File: src/hw/rtl/tcw_pkg.sv
// ============================================================================
// Text console character writer: shared package
// Screen geometry, cell codes, request codes, payload types, and the command
// and status bundles that join the controller and the datapath.
// ============================================================================
package tcw_pkg;

  // Screen geometry. The last row is reserved and never written by text.
  localparam int COLUMNS = 80;
  localparam int ROWS    = 25;
  localparam int CELLS   = ROWS * COLUMNS;
  localparam int ADDR_W  = $clog2(CELLS);

  // Sweep landmarks in the screen store.
  localparam logic [ADDR_W-1:0] STORE_LAST    = ADDR_W'(CELLS - 1);
  localparam logic [ADDR_W-1:0] TEXT_LAST     = ADDR_W'((ROWS - 1) * COLUMNS - 1);
  localparam logic [ADDR_W-1:0] COPY_FIRST    = ADDR_W'(COLUMNS);
  localparam logic [ADDR_W-1:0] ROWFILL_FIRST = ADDR_W'((ROWS - 2) * COLUMNS);
  localparam logic [ADDR_W-1:0] COLUMNS_A     = ADDR_W'(COLUMNS);

  localparam logic [4:0] ROW_TEXT_LAST = 5'(ROWS - 2);
  localparam logic [6:0] COL_LAST      = 7'(COLUMNS - 1);

  // Cell contents.
  localparam logic [7:0] CHAR_NEWLINE = 8'd10;
  localparam logic [7:0] CHAR_SPACE   = 8'd32;
  localparam logic [7:0] COLOR_RESET  = 8'd7;

  // Request codes.
  localparam logic [2:0] REQ_PUT   = 3'd0;
  localparam logic [2:0] REQ_BREAK = 3'd1;
  localparam logic [2:0] REQ_SOFT  = 3'd2;
  localparam logic [2:0] REQ_CLEAR = 3'd3;
  localparam logic [2:0] REQ_READ  = 3'd4;

  typedef struct packed {
    logic [2:0] req_type;
    logic [7:0] char_code;
    logic [4:0] read_row;
    logic [6:0] read_col;
  } in_item_t;

  typedef struct packed {
    logic [4:0]  cursor_row;
    logic [6:0]  cursor_col;
    logic        break_pending;
    logic [15:0] cell_data;
  } out_item_t;

  typedef enum logic [3:0] {
    ST_INIT,
    ST_IDLE,
    ST_DISPATCH,
    ST_COPY,
    ST_DRAIN,
    ST_ROWFILL,
    ST_CLEAR,
    ST_READ,
    ST_POST,
    ST_DONE
  } state_t;

  // Controller to datapath.
  typedef struct packed {
    logic load_req;
    logic sweep_clr;
    logic sweep_copy;
    logic sweep_row;
    logic copy_step;
    logic fill_step;
    logic fill_init;
    logic line_adv;
    logic cursor_home;
    logic char_write;
    logic set_pend;
    logic read_capture;
    logic out_load;
  } ctrl_cmd_t;

  // Datapath to controller.
  typedef struct packed {
    logic [2:0] req_type;
    logic       is_newline;
    logic       pending;
    logic       col_zero;
    logic       scroll_need;
    logic       at_text_end;
    logic       at_store_end;
  } dp_stat_t;

endpackage

File: src/hw/rtl/tcw_ctrl.sv
// ============================================================================
// Text console character writer: controller
// Sequences each request through the datapath and owns both handshakes.
// ============================================================================
module tcw_ctrl (
  input  logic                 clk,
  input  logic                 rst_n,
  input  logic                 in_valid,
  output logic                 in_stall,
  output logic                 out_valid,
  input  logic                 out_stall,
  input  tcw_pkg::dp_stat_t    stat,
  output tcw_pkg::ctrl_cmd_t   cmd
);

  tcw_pkg::state_t state_r, state_nxt;
  logic            out_valid_r, out_valid_nxt;
  logic            wr_char_r, wr_char_nxt;
  logic            act;

  assign act = !((stat.req_type == tcw_pkg::REQ_SOFT) && stat.col_zero);

  always_comb begin
    state_nxt   = state_r;
    wr_char_nxt = wr_char_r;
    cmd         = '0;
    unique case (state_r)
      tcw_pkg::ST_INIT: begin
        cmd.fill_step = 1'b1;
        cmd.fill_init = 1'b1;
        if (stat.at_store_end) begin
          state_nxt = tcw_pkg::ST_IDLE;
        end
      end
      tcw_pkg::ST_IDLE: begin
        if (in_valid) begin
          cmd.load_req = 1'b1;
          state_nxt    = tcw_pkg::ST_DISPATCH;
        end
      end
      tcw_pkg::ST_DISPATCH: begin
        unique case (stat.req_type)
          tcw_pkg::REQ_CLEAR: begin
            cmd.sweep_clr = 1'b1;
            state_nxt     = tcw_pkg::ST_CLEAR;
          end
          tcw_pkg::REQ_READ: begin
            state_nxt = tcw_pkg::ST_READ;
          end
          tcw_pkg::REQ_PUT, tcw_pkg::REQ_BREAK, tcw_pkg::REQ_SOFT: begin
            wr_char_nxt = (stat.req_type == tcw_pkg::REQ_PUT) && !stat.is_newline;
            if (!act) begin
              state_nxt = tcw_pkg::ST_DONE;
            end else if (stat.pending && stat.scroll_need) begin
              cmd.sweep_copy = 1'b1;
              state_nxt      = tcw_pkg::ST_COPY;
            end else begin
              cmd.line_adv = stat.pending;
              state_nxt    = tcw_pkg::ST_POST;
            end
          end
          default: begin
            state_nxt = tcw_pkg::ST_DONE;
          end
        endcase
      end
      tcw_pkg::ST_COPY: begin
        cmd.copy_step = 1'b1;
        if (stat.at_text_end) begin
          state_nxt = tcw_pkg::ST_DRAIN;
        end
      end
      tcw_pkg::ST_DRAIN: begin
        cmd.sweep_row = 1'b1;
        state_nxt     = tcw_pkg::ST_ROWFILL;
      end
      tcw_pkg::ST_ROWFILL: begin
        cmd.fill_step = 1'b1;
        if (stat.at_text_end) begin
          cmd.line_adv = 1'b1;
          state_nxt    = tcw_pkg::ST_POST;
        end
      end
      tcw_pkg::ST_CLEAR: begin
        cmd.fill_step = 1'b1;
        if (stat.at_store_end) begin
          cmd.cursor_home = 1'b1;
          state_nxt       = tcw_pkg::ST_DONE;
        end
      end
      tcw_pkg::ST_READ: begin
        cmd.read_capture = 1'b1;
        state_nxt        = tcw_pkg::ST_DONE;
      end
      tcw_pkg::ST_POST: begin
        cmd.char_write = wr_char_r;
        cmd.set_pend   = !wr_char_r;
        state_nxt      = tcw_pkg::ST_DONE;
      end
      tcw_pkg::ST_DONE: begin
        if (!out_valid_r || !out_stall) begin
          cmd.out_load = 1'b1;
          state_nxt    = tcw_pkg::ST_IDLE;
        end
      end
      default: begin
        state_nxt = tcw_pkg::ST_IDLE;
      end
    endcase
  end

  always_comb begin
    if (cmd.out_load) begin
      out_valid_nxt = 1'b1;
    end else begin
      out_valid_nxt = out_valid_r && out_stall;
    end
  end

  always_ff @(posedge clk) begin
    if (!rst_n) begin
      state_r     <= tcw_pkg::ST_INIT;
      out_valid_r <= 1'b0;
      wr_char_r   <= 1'b0;
    end else begin
      state_r     <= state_nxt;
      out_valid_r <= out_valid_nxt;
      wr_char_r   <= wr_char_nxt;
    end
  end

  assign in_stall  = (state_r != tcw_pkg::ST_IDLE);
  assign out_valid = out_valid_r;

endmodule

File: config.mk
export PLATFORM = sky130hd
export DESIGN_NAME = tcw_ctrl
export DESIGN_NICKNAME = d
export VERILOG_FILES = /design/src/hw/rtl/tcw_pkg.sv /design/src/hw/rtl/tcw_ctrl.sv
export SDC_FILE = /design/constraint.sdc
export NUM_CORES = 1
export LEC_CHECK = 0
export ABC_AREA = 1
export BUFFER_PORTS_ARGS = -buffer_cell sky130_fd_sc_hd__buf_2
export CORE_MARGIN = 4
export CORE_UTILIZATION = 49
export CTS_CLUSTER_SIZE = 28
export DETAILED_ROUTE_END_ITERATION = 12
export GPL_ROUTABILITY_DRIVEN = 0
export GPL_TIMING_DRIVEN = 0
export PLACE_DENSITY = 0.89
export SLEW_MARGIN = 20
export SYNTH_ARGS = -nofsm -noshare
export SYNTH_HDL_FRONTEND = slang
export SYNTH_SLANG_ARGS = --single-unit
File: constraint.sdc
create_clock -name clk -period 2.4 [get_ports clk]
set_input_delay 0.48 -clock clk [delete_from_list [all_inputs] [get_ports clk]]
set_output_delay 0.48 -clock clk [all_outputs]
set_load 0.03 [all_outputs]
==> report_table.html, run 1 <==
<table>
<tr><th>Metric</th><th>Value</th></tr>
<tr><th colspan="2">Synth</th></tr>
<tr><td>Leading cell type by number of instances after synthesis</td><td>sky130_fd_sc_hd__nand2_1</td></tr>
<tr><td>Share of synthesized registers carrying an async set or reset</td><td>0</td></tr>
<tr><td>Synth Warn #</td><td>0</td></tr>
<tr><td>Part of the Yosys area used for sequential elements</td><td>0.185</td></tr>
<tr><td>Gate Count Post-Synth</td><td>~120</td></tr>
<tr><td>Total standard cell area after synthesis</td><td>648 sq um</td></tr>
<tr><td>Number of flops mapped to enable cells by yosys</td><td>0</td></tr>
<tr><td>Most frequent cells after synthesis</td><td>sky130_fd_sc_hd__nand2_1 (31), sky130_fd_sc_hd__nor2_1 (20), sky130_fd_sc_hd__inv_1 (16)</td></tr>
<tr><td>Synth cell types</td><td>18</td></tr>
<tr><td>Average instance area after synthesis</td><td>around 5.4 sq um</td></tr>
<tr><td>Post-synth net total</td><td>about 130</td></tr>
<tr><td>Area leader, netlist</td><td>sky130_fd_sc_hd__dfxtp_1</td></tr>
<tr><td>Synth top area cells</td><td>sky130_fd_sc_hd__dfxtp_1 (19%), sky130_fd_sc_hd__nand2_1 (18%), sky130_fd_sc_hd__nor2_1 (12%), sky130_fd_sc_hd__inv_1 (9.3%), sky130_fd_sc_hd__nand2_2 (7.7%)</td></tr>
<tr><td>Number of synthesized register bits</td><td>6</td></tr>
<tr><td>Area fraction of the dominant cell type after synthesis</td><td>0.185</td></tr>
<tr><td>Main synth FF type</td><td>sky130_fd_sc_hd__dfxtp_1</td></tr>
<tr><th colspan="2">Global routing</th></tr>
<tr><td>Antenna violations before repair</td><td>0</td></tr>
<tr><td>Wire length of the first global-routing pass</td><td>2.79 mm</td></tr>
<tr><td>Maximum number of pins on one net before global-route repair</td><td>6</td></tr>
<tr><td>Grt ovf</td><td>0</td></tr>
<tr><td>Via count of the first global-routing pass</td><td>~770</td></tr>
<tr><td>Tot GR Track Use</td><td>0.184</td></tr>
<tr><th colspan="2">Clock network</th></tr>
<tr><td>Buffer depth of the longest clock path</td><td>2</td></tr>
<tr><td>Number of buffers inserted to repair setup after CTS</td><td>0</td></tr>
<tr><td>H-tree depth reported by CTS</td><td>1</td></tr>
<tr><td>Clock tree root driver cell</td><td>sky130_fd_sc_hd__clkbuf_4</td></tr>
<tr><td>Clock latency on the worst-skew pair</td><td>0.23 ns</td></tr>
<tr><td>Count of instances resized after the clock tree is built</td><td>0</td></tr>
<tr><td>Clock-pin slew of the registers on the worst-case setup and hold paths</td><td>about 0.04 ns</td></tr>
<tr><td>TritonCTS clock tree</td><td>yes</td></tr>
<tr><td>Total clock buffers created by CTS</td><td>3</td></tr>
<tr><td>Clock sinks</td><td>6</td></tr>
<tr><td>Hold-fix buffers, CTS</td><td>0</td></tr>
<tr><th colspan="2">Setup path</th></tr>
<tr><td>Launching point of the worst reg2reg path</td><td>state_r[1]</td></tr>
<tr><td>Number of cell instances on the worst register-to-register path</td><td>9</td></tr>
<tr><td>Max Fanout on Critical Path</td><td>5</td></tr>
<tr><td>Register-to-register path setup slack</td><td>1.11 ns</td></tr>
<tr><td>Sort of element at the start of the critical path</td><td>flip-flop</td></tr>
<tr><td>Worst reg2reg path endpoint</td><td>state_r[0]</td></tr>
<tr><td>Startpoint-to-endpoint class of the critical path</td><td>reg -&gt; out</td></tr>
<tr><td>Worst Setup End Kind</td><td>output pin</td></tr>
<tr><td>Required @ worst endpoint</td><td>approximately 1.9 ns</td></tr>
<tr><td>Worst EP arrival</td><td>approximately 1.5 ns</td></tr>
<tr><th colspan="2">STA</th></tr>
<tr><td>Max Clk Rate</td><td>just over 500 MHz</td></tr>
<tr><td>Total negative slack</td><td>0 ns</td></tr>
<tr><td>Portion of the clock cycle consumed by the worst path in the final layout</td><td>0.819</td></tr>
<tr><td>Actual slew at the worst max-slew pin</td><td>between 0.2 and 0.3 ns</td></tr>
<tr><td>Min Clock Period, post-route</td><td>around 2.0 ns</td></tr>
<tr><td>Hold violation count in the final report</td><td>0</td></tr>
<tr><td>Total setup violations reported at the end of the flow</td><td>0</td></tr>
<tr><td>Worst relative slew slack</td><td>0.826</td></tr>
<tr><td>Worst clock skew</td><td>0.00301 ns</td></tr>
<tr><td>Pins Over Slew Limit</td><td>0</td></tr>
<tr><td>RSZ-0062 raised after global routing</td><td>no</td></tr>
<tr><th colspan="2">Finish</th></tr>
<tr><td>Antenna cells</td><td>0</td></tr>
<tr><td>Multi-input gate area in the final layout</td><td>445 sq um</td></tr>
<tr><td>Net total in the final layout</td><td>between 150 and 200</td></tr>
<tr><td>Layout area overhead</td><td>27.0%</td></tr>
<tr><td>Filler Cells Inserted</td><td>around 120</td></tr>
<tr><td>Share of cells above drive strength 1</td><td>0.376</td></tr>
<tr><td>Sequential standard cell area</td><td>~120 sq um</td></tr>
<tr><th colspan="2">Power</th></tr>
<tr><td>Design internal power</td><td>about 0.38 mW</td></tr>
<tr><td>Overall power after layout</td><td>a little under 0.9 mW</td></tr>
<tr><td>Leakage</td><td>around 0.5 nW</td></tr>
<tr><td>Switching share of total power</td><td>0.572</td></tr>
<tr><td>Share of power burned in the clock network</td><td>0.100</td></tr>
<tr><td>Switching power</td><td>between 0.5 and 0.6 mW</td></tr>
<tr><td>Flop pwr share</td><td>0.189</td></tr>
<tr><td>Power density normalized to cell area</td><td>between 1000 and 1500 nW/um^2</td></tr>
<tr><td>Worst VDD drop</td><td>slightly above 0.6 mV</td></tr>
<tr><td>Comb pwr share</td><td>0.711</td></tr>
<tr><th colspan="2">Die</th></tr>
<tr><td>Area enclosed by the die boundary</td><td>a little under 2000 sq um</td></tr>
<tr><td>Chip height</td><td>between 40 and 50 microns</td></tr>
<tr><td>Total core area</td><td>1170 sq um</td></tr>
<tr><td>Number of ports placed on the die boundary</td><td>28</td></tr>
<tr><td>Starting density of the core</td><td>0.553</td></tr>
<tr><td>Floorplan row count</td><td>12</td></tr>
<tr><td>DIE WIDTH</td><td>around 44 microns</td></tr>
<tr><th colspan="2">Detailed routing</th></tr>
<tr><td>Detailed-routing iteration count for the pre-antenna-repair pass</td><td>4</td></tr>
<tr><td>Vias per cell</td><td>a little under 5</td></tr>
<tr><td>Routed wire length</td><td>roughly 1.6 mm</td></tr>
<tr><td>Post-detailed-route count of antenna-violating nets</td><td>0</td></tr>
<tr><td>DRC errors left</td><td>0</td></tr>
<tr><td>Wire length per cell after detailed routing</td><td>approximately 9.9 microns</td></tr>
<tr><td>Via count of the routed design</td><td>about 800</td></tr>
<tr><td>Iteration-0 DRC Markers</td><td>18</td></tr>
<tr><th colspan="2">Worst hold path</th></tr>
<tr><td>Endpoint with the worst hold slack</td><td>wr_char_r</td></tr>
<tr><td>Worst hold path depth</td><td>2</td></tr>
<tr><td>Worst hold start</td><td>wr_char_r</td></tr>
<tr><td>Type of the most critical hold path</td><td>reg -&gt; reg</td></tr>
<tr><th colspan="2">Run</th></tr>
<tr><td>Total of max-cap violations</td><td>0</td></tr>
<tr><th colspan="2">Run status</th></tr>
<tr><td>Outcome</td><td>finished clean</td></tr>
<tr><th colspan="2">Placement</th></tr>
<tr><td>Port-buffer cells</td><td>27</td></tr>
<tr><td>HPWL after detailed placement</td><td>about 1.4 mm</td></tr>
</table>
[area by class of cell]
| class | instances | area share |
|---|---|---|
| clock buffers | 3 | 0.0274 |
| inverters | 22 | 0.100 |
| multi-input cells | 91 | 0.541 |
| flip-flops and latches | 6 | 0.146 |
| well taps | 14 | 0.0213 |
| repair buffers | 27 | 0.164 |
[registers in the layout, indices dropped and copies added, names as in the netlist]
| signal | flops |
|---|---|
| out_valid | 1 |
| state_r | 4 |
| wr_char_r | 1 |
[critical path, stage by stage (launching register included)]
cell and delay [ns]:
sky130_fd_sc_hd__dfxtp_1 0.44, sky130_fd_sc_hd__nand2_1 0.10, sky130_fd_sc_hd__nor2_2 0.20, sky130_fd_sc_hd__nand2_1 0.15
sky130_fd_sc_hd__o22ai_1 0.14, sky130_fd_sc_hd__buf_2 0.22
[cell usage in the layout (no fill, tap or decap), types with 2 or more instances in the layout]
master,synthesis,routed
sky130_fd_sc_hd__a21oi_1,5,5
sky130_fd_sc_hd__buf_2,0,27
sky130_fd_sc_hd__clkbuf_4,0,3
sky130_fd_sc_hd__dfxtp_1,6,6
sky130_fd_sc_hd__inv_1,16,16
sky130_fd_sc_hd__inv_2,6,6
sky130_fd_sc_hd__nand2_1,31,31
sky130_fd_sc_hd__nand2_2,8,8
sky130_fd_sc_hd__nand3_1,6,6
sky130_fd_sc_hd__nand3_2,2,2
sky130_fd_sc_hd__nand3b_1,2,2
sky130_fd_sc_hd__nor2_1,20,20
sky130_fd_sc_hd__nor2_2,6,6
sky130_fd_sc_hd__nor2_4,2,2
sky130_fd_sc_hd__o21ai_0,4,4
[per-layer routing]
layer	up-vias	track usage	part of all wire
met4	0	0.0482	0
met2	29	0.305	0.47
li1	425	-	-
met5	-	0	0
met1	352	0.231	0.46
met3	0	0.0528	0.073
[power by group through the flow]
stage | clock network [mW] | logic (mW) | registers [mW]
finish | 0.0876 | 0.624 | 0.166
global route | 0.101 | 0.701 | 0.171
CTS | 0.0910 | 0.627 | 0.165
detailed placement | 0 | 0.624 | 0.167
global placement | 0 | 0.612 | 0.166
floorplan | 0 | 0.490 | 0.161
[worst max-delay path by stage]
| stage | startpoint | end | slack, ns | cells after the start |
|---|---|---|---|---|
| 2_1_floorplan | stat[7] | cmd[5] | 0.64 | 3 |
| 3_3_place_gp | stat[7] | cmd[5] | 0.62 | 5 |
| 3_5_place_dp | stat[7] | cmd[5] | 0.58 | 5 |
| 4_1_cts | state_r[1] | cmd[5] | 0.43 | 5 |
| 5_1_grt | state_r[1] | cmd[5] | 0.28 | 5 |
| 6_report | state_r[1] | cmd[5] | 0.43 | 5 |
[stage by stage]
stage,util,setup slack (ns),area [sq um],hold WS [ns],std cells
6_report,0.703,0.434,823,0.471,163
5_1_grt,0.703,0.283,823,0.509,163
4_1_cts,0.703,0.434,823,0.474,163
3_5_place_dp,0.684,0.585,801,0.471,160
3_3_place_gp,0.684,0.616,801,0.457,160
2_1_floorplan,-,0.638,648,0.444,119
[cell families (layout without fill, tap and decap cells)]
family                 after synthesis  count (layout)  share of synthesized area
flip-flops                           6               6                      0.185
AO/OA/AOI/OAI                       13              13                      0.114
AND/OR/NAND/NOR                     78              78                      0.573
buffers and inverters               22              52                      0.127
Power figures use the tool's default switching activity.
==> run 2: changes to the inputs <==
--- a/config.mk
+++ b/config.mk
@@ -8,12 +8,12 @@
 export ABC_AREA = 1
 export BUFFER_PORTS_ARGS = -buffer_cell sky130_fd_sc_hd__buf_2
 export CORE_MARGIN = 4
-export CORE_UTILIZATION = 49
+export CORE_UTILIZATION = 46
 export CTS_CLUSTER_SIZE = 28
 export DETAILED_ROUTE_END_ITERATION = 12
 export GPL_ROUTABILITY_DRIVEN = 0
 export GPL_TIMING_DRIVEN = 0
-export PLACE_DENSITY = 0.89
+export PLACE_DENSITY = 0.85
 export SLEW_MARGIN = 20
 export SYNTH_ARGS = -nofsm -noshare
 export SYNTH_HDL_FRONTEND = slang
==> constraint.sdc (replaced) <==
create_clock -name clk -period 2 [get_ports clk]
set_input_delay 0.4 -clock clk [delete_from_list [all_inputs] [get_ports clk]]
set_output_delay 0.4 -clock clk [all_outputs]
set_load 0.03 [all_outputs]
==> report_table.html, run 2 (synthesized netlist as in run 1, its figures left out) <==
<table>
<tr><th>Metric</th><th>Value</th></tr>
<tr><th colspan="2">Run status</th></tr>
<tr><td>Outcome</td><td>finished clean</td></tr>
<tr><th colspan="2">Setup path</th></tr>
<tr><td>Worst EP arrival</td><td>about 1.5 ns</td></tr>
<tr><td>Startpoint-to-endpoint class of the critical path</td><td>reg -&gt; out</td></tr>
<tr><td>Stage delay of the slowest cell on the critical path</td><td>roughly 0.43 ns</td></tr>
<tr><td>Buffers plus inverters on the worst setup path</td><td>1</td></tr>
<tr><td>Worst Setup End Kind</td><td>output pin</td></tr>
<tr><td>Max Fanout on Critical Path</td><td>5</td></tr>
<tr><td>Most frequent cell on the critical path</td><td>sky130_fd_sc_hd__nand2_1</td></tr>
<tr><td>Top Family by Delay on Critical Path</td><td>simple AND/OR/NAND/NOR gates</td></tr>
<tr><td>Worst reg2reg path endpoint</td><td>state_r[1]</td></tr>
<tr><td>Number of cell instances on the worst register-to-register path</td><td>8</td></tr>
<tr><td>Critical path, cell by cell</td><td>nand2_1 -&gt; nor2_2 -&gt; nand2_1 -&gt; o22ai_1 -&gt; buf_2</td></tr>
<tr><td>Critical-path top delay cell</td><td>sky130_fd_sc_hd__dfxtp_1</td></tr>
<tr><td>Required @ worst endpoint</td><td>~1.6 ns</td></tr>
<tr><td>Launching point of the worst reg2reg path</td><td>state_r[3]</td></tr>
<tr><td>Register-to-register path setup slack</td><td>roughly 0.73 ns</td></tr>
<tr><td>Sort of element at the start of the critical path</td><td>flip-flop</td></tr>
<tr><th colspan="2">Clock network</th></tr>
<tr><td>Clock tree root driver cell</td><td>sky130_fd_sc_hd__clkbuf_4</td></tr>
<tr><td>Total clock buffers created by CTS</td><td>3</td></tr>
<tr><td>Buffer depth of the longest clock path</td><td>2</td></tr>
<tr><td>Number of buffers inserted to repair setup after CTS</td><td>0</td></tr>
<tr><td>Hold-fix buffers, CTS</td><td>0</td></tr>
<tr><td>Clock sinks</td><td>6</td></tr>
<tr><td>Count of instances resized after the clock tree is built</td><td>0</td></tr>
<tr><td>H-tree depth reported by CTS</td><td>1</td></tr>
<tr><td>Clock latency on the worst-skew pair</td><td>around 0.24 ns</td></tr>
<tr><td>Clock-pin slew of the registers on the worst-case setup and hold paths</td><td>roughly 0.040 ns</td></tr>
<tr><td>TritonCTS clock tree</td><td>yes</td></tr>
<tr><th colspan="2">Detailed routing</th></tr>
<tr><td>Iteration-0 DRC Markers</td><td>22</td></tr>
<tr><td>Routed wire length</td><td>~1.5 mm</td></tr>
<tr><td>Via count of the routed design</td><td>793</td></tr>
<tr><td>Vias per cell</td><td>a little under 5</td></tr>
<tr><td>Post-detailed-route count of antenna-violating nets</td><td>0</td></tr>
<tr><td>Detailed-routing iteration count for the pre-antenna-repair pass</td><td>5</td></tr>
<tr><td>DRC errors left</td><td>0</td></tr>
<tr><td>Wire length per cell after detailed routing</td><td>around 9.4 microns</td></tr>
<tr><th colspan="2">Die</th></tr>
<tr><td>Floorplan row count</td><td>13</td></tr>
<tr><td>Area enclosed by the die boundary</td><td>between 2000 and 2500 sq um</td></tr>
<tr><td>Total core area</td><td>approximately 1300 sq um</td></tr>
<tr><td>DIE WIDTH</td><td>around 46 microns</td></tr>
<tr><td>Number of ports placed on the die boundary</td><td>28</td></tr>
<tr><td>Chip height</td><td>approximately 46 microns</td></tr>
<tr><td>Starting density of the core</td><td>0.492</td></tr>
<tr><th colspan="2">Global routing</th></tr>
<tr><td>Tot GR Track Use</td><td>0.158</td></tr>
<tr><td>Grt ovf</td><td>0</td></tr>
<tr><td>Via count of the first global-routing pass</td><td>roughly 650</td></tr>
<tr><td>Wire length of the first global-routing pass</td><td>2.51 mm</td></tr>
<tr><td>Antenna violations before repair</td><td>0</td></tr>
<tr><td>Maximum number of pins on one net before global-route repair</td><td>6</td></tr>
<tr><th colspan="2">STA</th></tr>
<tr><td>Actual slew at the worst max-slew pin</td><td>approximately 0.28 ns</td></tr>
<tr><td>Min Clock Period, post-route</td><td>between 1.5 and 2 ns</td></tr>
<tr><td>Pins Over Slew Limit</td><td>0</td></tr>
<tr><td>Total negative slack</td><td>0 ns</td></tr>
<tr><td>Max Clk Rate</td><td>between 500 and 600 MHz</td></tr>
<tr><td>Hold violation count in the final report</td><td>0</td></tr>
<tr><td>Worst hold margin</td><td>0.425 ns</td></tr>
<tr><td>Total setup violations reported at the end of the flow</td><td>0</td></tr>
<tr><td>RSZ-0062 raised after global routing</td><td>no</td></tr>
<tr><td>Worst relative slew slack</td><td>0.811</td></tr>
<tr><td>Portion of the clock cycle consumed by the worst path in the final layout</td><td>0.928</td></tr>
<tr><td>Worst clock skew</td><td>0.00113 ns</td></tr>
<tr><th colspan="2">Run</th></tr>
<tr><td>Total of max-cap violations</td><td>0</td></tr>
<tr><th colspan="2">Finish</th></tr>
<tr><td>Most frequent cells in the layout</td><td>sky130_fd_sc_hd__nand2_1 (31), sky130_fd_sc_hd__buf_2 (27), sky130_fd_sc_hd__nor2_1 (20)</td></tr>
<tr><td>Max FFs per register</td><td>4</td></tr>
<tr><td>Layout area overhead</td><td>27.2%</td></tr>
<tr><td>Net total in the final layout</td><td>roughly 160</td></tr>
<tr><td>Biggest register</td><td>state_r</td></tr>
<tr><td>Antenna cells</td><td>0</td></tr>
<tr><td>Share of cells above drive strength 1</td><td>0.376</td></tr>
<tr><td>Multi-input gate area in the final layout</td><td>445 sq um</td></tr>
<tr><td>Most frequent standard cell in the layout excluding fill and tap cells</td><td>sky130_fd_sc_hd__nand2_1</td></tr>
<tr><td>Final core area utilization</td><td>0.626</td></tr>
<tr><td>Filler Cells Inserted</td><td>approximately 140</td></tr>
<tr><td>Sequential standard cell area</td><td>between 100 and 150 sq um</td></tr>
<tr><th colspan="2">Worst hold path</th></tr>
<tr><td>Type of the most critical hold path</td><td>in -&gt; reg</td></tr>
<tr><td>Endpoint with the worst hold slack</td><td>state_r[1]</td></tr>
<tr><td>Worst hold path depth</td><td>3</td></tr>
<tr><td>Worst hold start</td><td>rst_n</td></tr>
<tr><th colspan="2">Power</th></tr>
<tr><td>Design internal power</td><td>around 0.45 mW</td></tr>
<tr><td>Share of power burned in the clock network</td><td>0.102</td></tr>
<tr><td>Switching power</td><td>approximately 0.6 mW</td></tr>
<tr><td>Power density normalized to cell area</td><td>around 1300 nW/um^2</td></tr>
<tr><td>Switching share of total power</td><td>0.571</td></tr>
<tr><td>Worst VDD drop</td><td>around 0.52 mV</td></tr>
<tr><td>Leakage</td><td>approximately 0.50 nW</td></tr>
<tr><td>Comb pwr share</td><td>0.711</td></tr>
<tr><td>Flop pwr share</td><td>0.187</td></tr>
<tr><th colspan="2">Placement</th></tr>
<tr><td>Port-buffer cells</td><td>27</td></tr>
<tr><td>HPWL after detailed placement</td><td>1.34 mm</td></tr>
</table>
## run 2: cell counts in the layout (fill, tap and decap cells not counted)
Identical to the previous run, type by type.
## run 2: power by group through the flow
stage | Combinational, mW | Sequential [mW] | Clock [mW]
global route | 0.832 | 0.202 | 0.121
CTS | 0.749 | 0.196 | 0.111
floorplan | 0.588 | 0.193 | 0
detailed placement | 0.747 | 0.198 | 0
global placement | 0.735 | 0.196 | 0
finish | 0.747 | 0.197 | 0.107
## run 2: worst max path at each step
stage	start	cells after the start	endpoint	slack, ns
after CTS	state_r[1]	5	cmd[5]	0.13
after global routing	state_r[1]	5	cmd[5]	0.02
after detailed placement	stat[7]	5	cmd[5]	0.36
after global placement	stat[7]	5	cmd[5]	0.38
final	state_r[1]	5	cmd[5]	0.14
after floorplan	state_r[1]	4	cmd[5]	0.33
## run 2: metal layers
layer	wire length, microns	track usage
met2	706	0.273
met3	111	0.0237
met4	22	0.0526
met5	0	0
met1	703	0.196
## run 2: area by class of cell
| type | count | area share |
|---|---|---|
| inverters | 22 | 0.100 |
| clock buffers | 3 | 0.0273 |
| multi-input cells | 91 | 0.540 |
| flip-flops and latches | 6 | 0.146 |
| well taps | 15 | 0.0228 |
| repair buffers | 27 | 0.164 |
## run 2: metrics by stage
step                      cell area (sq um)  worst slack [ns]  instances  power (mW)
after floorplan                         648             0.327        119       0.781
after global placement                  802             0.381        161       0.931
after detailed placement                802             0.362        161       0.945
after CTS                               825             0.134        164        1.06
after global routing                    825            0.0249        164        1.16
final                                   825             0.143        164        1.05
## run 2: worst min-delay path, cell delays in order
cell and delay (ns):
sky130_fd_sc_hd__buf_2 0.12, sky130_fd_sc_hd__nand2_1 0.06, sky130_fd_sc_hd__nor2_1 0.04
==> run 3: changes to the inputs <==
--- a/config.mk
+++ b/config.mk
@@ -5,15 +5,14 @@
 export SDC_FILE = /design/constraint.sdc
 export NUM_CORES = 1
 export LEC_CHECK = 0
-export ABC_AREA = 1
 export BUFFER_PORTS_ARGS = -buffer_cell sky130_fd_sc_hd__buf_2
 export CORE_MARGIN = 4
-export CORE_UTILIZATION = 46
+export CORE_UTILIZATION = 45
 export CTS_CLUSTER_SIZE = 28
 export DETAILED_ROUTE_END_ITERATION = 12
 export GPL_ROUTABILITY_DRIVEN = 0
 export GPL_TIMING_DRIVEN = 0
-export PLACE_DENSITY = 0.85
+export PLACE_DENSITY = 0.84
 export SLEW_MARGIN = 20
 export SYNTH_ARGS = -nofsm -noshare
 export SYNTH_HDL_FRONTEND = slang
==> report_table.html, run 3 <==
<table>
<tr><th>Metric</th><th>Value</th></tr>
<tr><th colspan="2">Run</th></tr>
<tr><td>Total of max-cap violations</td><td>0</td></tr>
<tr><th colspan="2">Setup path</th></tr>
<tr><td>Number of cell instances on the worst register-to-register path</td><td>7</td></tr>
<tr><td>Buffers plus inverters on the worst setup path</td><td>2</td></tr>
<tr><td>Startpoint-to-endpoint class of the critical path</td><td>reg -&gt; out</td></tr>
<tr><td>Worst Setup End Kind</td><td>output pin</td></tr>
<tr><td>Critical path, cell by cell</td><td>buf_6 -&gt; or2_4 -&gt; nor3_4 -&gt; nand2_2 -&gt; o32ai_2 -&gt; buf_4</td></tr>
<tr><td>Worst EP arrival</td><td>1.62 ns</td></tr>
<tr><td>Top Family by Delay on Critical Path</td><td>simple AND/OR/NAND/NOR gates</td></tr>
<tr><td>Critical-path top delay cell</td><td>sky130_fd_sc_hd__dfxtp_1</td></tr>
<tr><td>Worst reg2reg path endpoint</td><td>wr_char_r</td></tr>
<tr><td>Stage delay of the slowest cell on the critical path</td><td>roughly 0.3 ns</td></tr>
<tr><td>Launching point of the worst reg2reg path</td><td>state_r[3]</td></tr>
<tr><td>Max Fanout on Critical Path</td><td>5</td></tr>
<tr><td>Sort of element at the start of the critical path</td><td>flip-flop</td></tr>
<tr><td>Register-to-register path setup slack</td><td>0.36 ns</td></tr>
<tr><td>Required @ worst endpoint</td><td>approximately 1.6 ns</td></tr>
<tr><th colspan="2">Clock network</th></tr>
<tr><td>Clock sinks</td><td>6</td></tr>
<tr><td>Hold-fix buffers, CTS</td><td>0</td></tr>
<tr><td>TritonCTS clock tree</td><td>yes</td></tr>
<tr><td>Clock-pin slew of the registers on the worst-case setup and hold paths</td><td>~0.05 ns</td></tr>
<tr><td>Clock tree root driver cell</td><td>sky130_fd_sc_hd__clkbuf_4</td></tr>
<tr><td>Total clock buffers created by CTS</td><td>3</td></tr>
<tr><td>Clock latency on the worst-skew pair</td><td>approximately 0.24 ns</td></tr>
<tr><td>H-tree depth reported by CTS</td><td>1</td></tr>
<tr><td>Buffer depth of the longest clock path</td><td>2</td></tr>
<tr><th colspan="2">Detailed routing</th></tr>
<tr><td>Routed wire length</td><td>between 1.5 and 2 mm</td></tr>
<tr><td>Vias per cell</td><td>5.77</td></tr>
<tr><td>Via count of the routed design</td><td>~800</td></tr>
<tr><td>DRC errors left</td><td>0</td></tr>
<tr><td>Detailed-routing iteration count for the pre-antenna-repair pass</td><td>4</td></tr>
<tr><td>Wire length per cell after detailed routing</td><td>~13 microns</td></tr>
<tr><td>Post-detailed-route count of antenna-violating nets</td><td>0</td></tr>
<tr><td>Iteration-0 DRC Markers</td><td>21</td></tr>
<tr><th colspan="2">Worst hold path</th></tr>
<tr><td>Endpoint with the worst hold slack</td><td>out_valid</td></tr>
<tr><td>Worst hold start</td><td>out_stall</td></tr>
<tr><td>Type of the most critical hold path</td><td>in -&gt; reg</td></tr>
<tr><td>Worst hold path depth</td><td>3</td></tr>
<tr><th colspan="2">Finish</th></tr>
<tr><td>Share of cells above drive strength 1</td><td>0.413</td></tr>
<tr><td>Layout area overhead</td><td>41.1%</td></tr>
<tr><td>Biggest register</td><td>state_r</td></tr>
<tr><td>Antenna cells</td><td>0</td></tr>
<tr><td>Most frequent standard cell in the layout excluding fill and tap cells</td><td>sky130_fd_sc_hd__buf_2</td></tr>
<tr><td>Count of placed standard cells in the final layout, fillers left out</td><td>around 140</td></tr>
<tr><td>Final Instance Area</td><td>between 800 and 900 sq um</td></tr>
<tr><td>Net total in the final layout</td><td>approximately 140</td></tr>
<tr><td>Filler Cells Inserted</td><td>approximately 120</td></tr>
<tr><td>Most frequent cells in the layout</td><td>sky130_fd_sc_hd__buf_2 (22), sky130_fd_sc_hd__nand2_1 (13), sky130_fd_sc_hd__nor2_1 (11)</td></tr>
<tr><td>Max FFs per register</td><td>4</td></tr>
<tr><th colspan="2">Global routing</th></tr>
<tr><td>Wire length of the first global-routing pass</td><td>2.75 mm</td></tr>
<tr><td>Via count of the first global-routing pass</td><td>between 600 and 700</td></tr>
<tr><td>Maximum number of pins on one net before global-route repair</td><td>11</td></tr>
<tr><td>Tot GR Track Use</td><td>0.176</td></tr>
<tr><td>Grt ovf</td><td>0</td></tr>
<tr><td>Antenna violations before repair</td><td>0</td></tr>
<tr><th colspan="2">Power</th></tr>
<tr><td>Worst VDD drop</td><td>about 0.87 mV</td></tr>
<tr><td>Leakage</td><td>0.388 nW</td></tr>
<tr><td>Power density normalized to cell area</td><td>approximately 1100 nW/um^2</td></tr>
<tr><th colspan="2">STA</th></tr>
<tr><td>Actual slew at the worst max-slew pin</td><td>roughly 0.44 ns</td></tr>
<tr><td>Worst relative slew slack</td><td>0.708</td></tr>
<tr><td>RSZ-0062 raised after global routing</td><td>yes</td></tr>
<tr><td>Post-route setup slack</td><td>-0.0173 ns</td></tr>
<tr><td>Pins Over Slew Limit</td><td>0</td></tr>
<tr><td>Max Clk Rate</td><td>between 400 and 500 MHz</td></tr>
<tr><td>Worst clock skew</td><td>approximately 0.0046 ns</td></tr>
<tr><td>Total setup violations reported at the end of the flow</td><td>1</td></tr>
<tr><td>Min Clock Period, post-route</td><td>between 2 and 2.5 ns</td></tr>
<tr><td>Hold violation count in the final report</td><td>0</td></tr>
<tr><td>Portion of the clock cycle consumed by the worst path in the final layout</td><td>1.01</td></tr>
<tr><th colspan="2">Synth</th></tr>
<tr><td>Leading cell type by number of instances after synthesis</td><td>sky130_fd_sc_hd__nand2_1</td></tr>
<tr><td>Share of synthesized registers carrying an async set or reset</td><td>0</td></tr>
<tr><td>Most frequent cells after synthesis</td><td>sky130_fd_sc_hd__nand2_1 (15), sky130_fd_sc_hd__nor2_1 (12), sky130_fd_sc_hd__dfxtp_1 (6), sky130_fd_sc_hd__nor3_1 (6)</td></tr>
<tr><td>Number of flops mapped to enable cells by yosys</td><td>0</td></tr>
<tr><td>Area fraction of the dominant cell type after synthesis</td><td>0.195</td></tr>
<tr><td>Post-synth net total</td><td>a little over 100</td></tr>
<tr><td>Synth cell types</td><td>32</td></tr>
<tr><td>Average instance area after synthesis</td><td>a little under 7 sq um</td></tr>
<tr><td>Area leader, netlist</td><td>sky130_fd_sc_hd__dfxtp_1</td></tr>
<tr><td>Main synth FF type</td><td>sky130_fd_sc_hd__dfxtp_1</td></tr>
<tr><td>Number of synthesized register bits</td><td>6</td></tr>
<tr><td>Synth top area cells</td><td>sky130_fd_sc_hd__dfxtp_1 (20%), sky130_fd_sc_hd__nand2_1 (9.1%), sky130_fd_sc_hd__nor2_1 (7.3%), sky130_fd_sc_hd__nor3_1 (4.9%), sky130_fd_sc_hd__a311oi_4 (4.3%)</td></tr>
<tr><td>Total standard cell area after synthesis</td><td>616 sq um</td></tr>
<tr><td>Part of the Yosys area used for sequential elements</td><td>0.195</td></tr>
<tr><td>Synth Warn #</td><td>0</td></tr>
<tr><td>Gate Count Post-Synth</td><td>around 90</td></tr>
<tr><th colspan="2">Placement</th></tr>
<tr><td>Port-buffer cells</td><td>26</td></tr>
<tr><td>HPWL after detailed placement</td><td>around 1.3 mm</td></tr>
<tr><td>Post-Place Cells</td><td>130</td></tr>
<tr><td>Placed cell areas</td><td>772 sq um</td></tr>
<tr><th colspan="2">Die</th></tr>
<tr><td>Number of ports placed on the die boundary</td><td>28</td></tr>
<tr><td>Area enclosed by the die boundary</td><td>roughly 2000 sq um</td></tr>
<tr><td>Floorplan row count</td><td>13</td></tr>
<tr><td>DIE WIDTH</td><td>about 45 microns</td></tr>
<tr><td>Starting density of the core</td><td>0.473</td></tr>
<tr><td>Total core area</td><td>1300 sq um</td></tr>
<tr><td>Chip height</td><td>between 40 and 50 microns</td></tr>
<tr><th colspan="2">Run status</th></tr>
<tr><td>Violations in the final reports</td><td>setup timing</td></tr>
<tr><td>Outcome</td><td>finished, violations left</td></tr>
</table>
## run 3: cell count changes after synthesis, sizes merged, moves of 3 or more
cell and delta:
nand2 -24, inv -17, nor2 -16, nand3 -7, nor3 +5, nor2b +4
buf +3
## run 3: cells by family (layout without fill, tap and decap cells)
| group | count (synthesis) | after routing | share of synthesized area |
|---|---|---|---|
| xor+xnor | 1 | 1 | 0.0142 |
| buf+inv | 10 | 42 | 0.0874 |
| compound gates | 21 | 21 | 0.252 |
| simple gates | 51 | 51 | 0.451 |
| flops | 6 | 6 | 0.195 |
## run 3: routing by layer
metal | vias to the layer above | GRT usage | share of wire
met3 | 8 | 0.0279 | 0.062
met2 | 38 | 0.322 | 0.49
met5 | - | 0 | 0
li1 | 374 | - | -
met1 | 365 | 0.211 | 0.43
met4 | 0 | 0.0409 | 0.019
## run 3: power by group
part           internal, mW  switching, mW  leakage (nW)
clock network        0.0681         0.0472        0.0138
logic                 0.272          0.400         0.324
registers             0.149         0.0486        0.0495
## run 3: worst max-delay path by stage
stage | start | end | slack, ns | cells after the start
3_3_place_gp | state_r[3] | cmd[5] | 0.11 | 6
3_5_place_dp | state_r[3] | cmd[5] | 0.1 | 6
6_report | state_r[3] | cmd[5] | -0.02 | 6
4_1_cts | state_r[3] | cmd[5] | -0.02 | 6
5_1_grt | state_r[3] | cmd[5] | -0.08 | 6
2_1_floorplan | state_r[3] | cmd[5] | 0.12 | 5
## run 3: worst register-to-register path, cell delays in order (launching register included)
cell,delay [ns]
sky130_fd_sc_hd__dfxtp_1,0.30
sky130_fd_sc_hd__buf_6,0.12
sky130_fd_sc_hd__or2_4,0.28
sky130_fd_sc_hd__or3_4,0.41
sky130_fd_sc_hd__buf_4,0.14
sky130_fd_sc_hd__nor4_2,0.13
sky130_fd_sc_hd__a21oi_1,0.07
sky130_fd_sc_hd__nor2b_1,0.12
## run 3: what timing repair did
item / 4_1_cts / 5_1_grt
cloned: 0 / 0
setup buffers: 1 / 3
endpoints found under the hold margin: 0 / 0
pin swaps: 0 / 2
gates resized for setup: 10 / 8
endpoints found under the setup margin: 4 / 4
## run 3: final cells by class
| type | instances | area [sq um] | share of cell area |
|---|---|---|---|
| multi-input combinational | 73 | 485 | 0.559 |
| timing repair buffer | 30 | 174 | 0.200 |
| sequential | 6 | 123 | 0.141 |
| buffer | 4 | 26.3 | 0.0303 |
| clock buffer | 3 | 22.5 | 0.0259 |
| inverter | 5 | 18.8 | 0.0216 |
| tap | 15 | 18.8 | 0.0216 |
## run 3: metrics by stage
step                worst slack (ns)  power [mW]  hold slack, ns  setup TNS, ns   util
global placement               0.113       0.795           0.495              0  0.593
CTS                          -0.0232       0.954           0.458        -0.0232  0.644
finish                       -0.0173       0.986           0.454        -0.0173  0.667
global route                 -0.0848        1.04           0.466         -0.212  0.667
floorplan                      0.123       0.665           0.501              0      -
detailed placement            0.0984       0.811           0.510              0  0.593
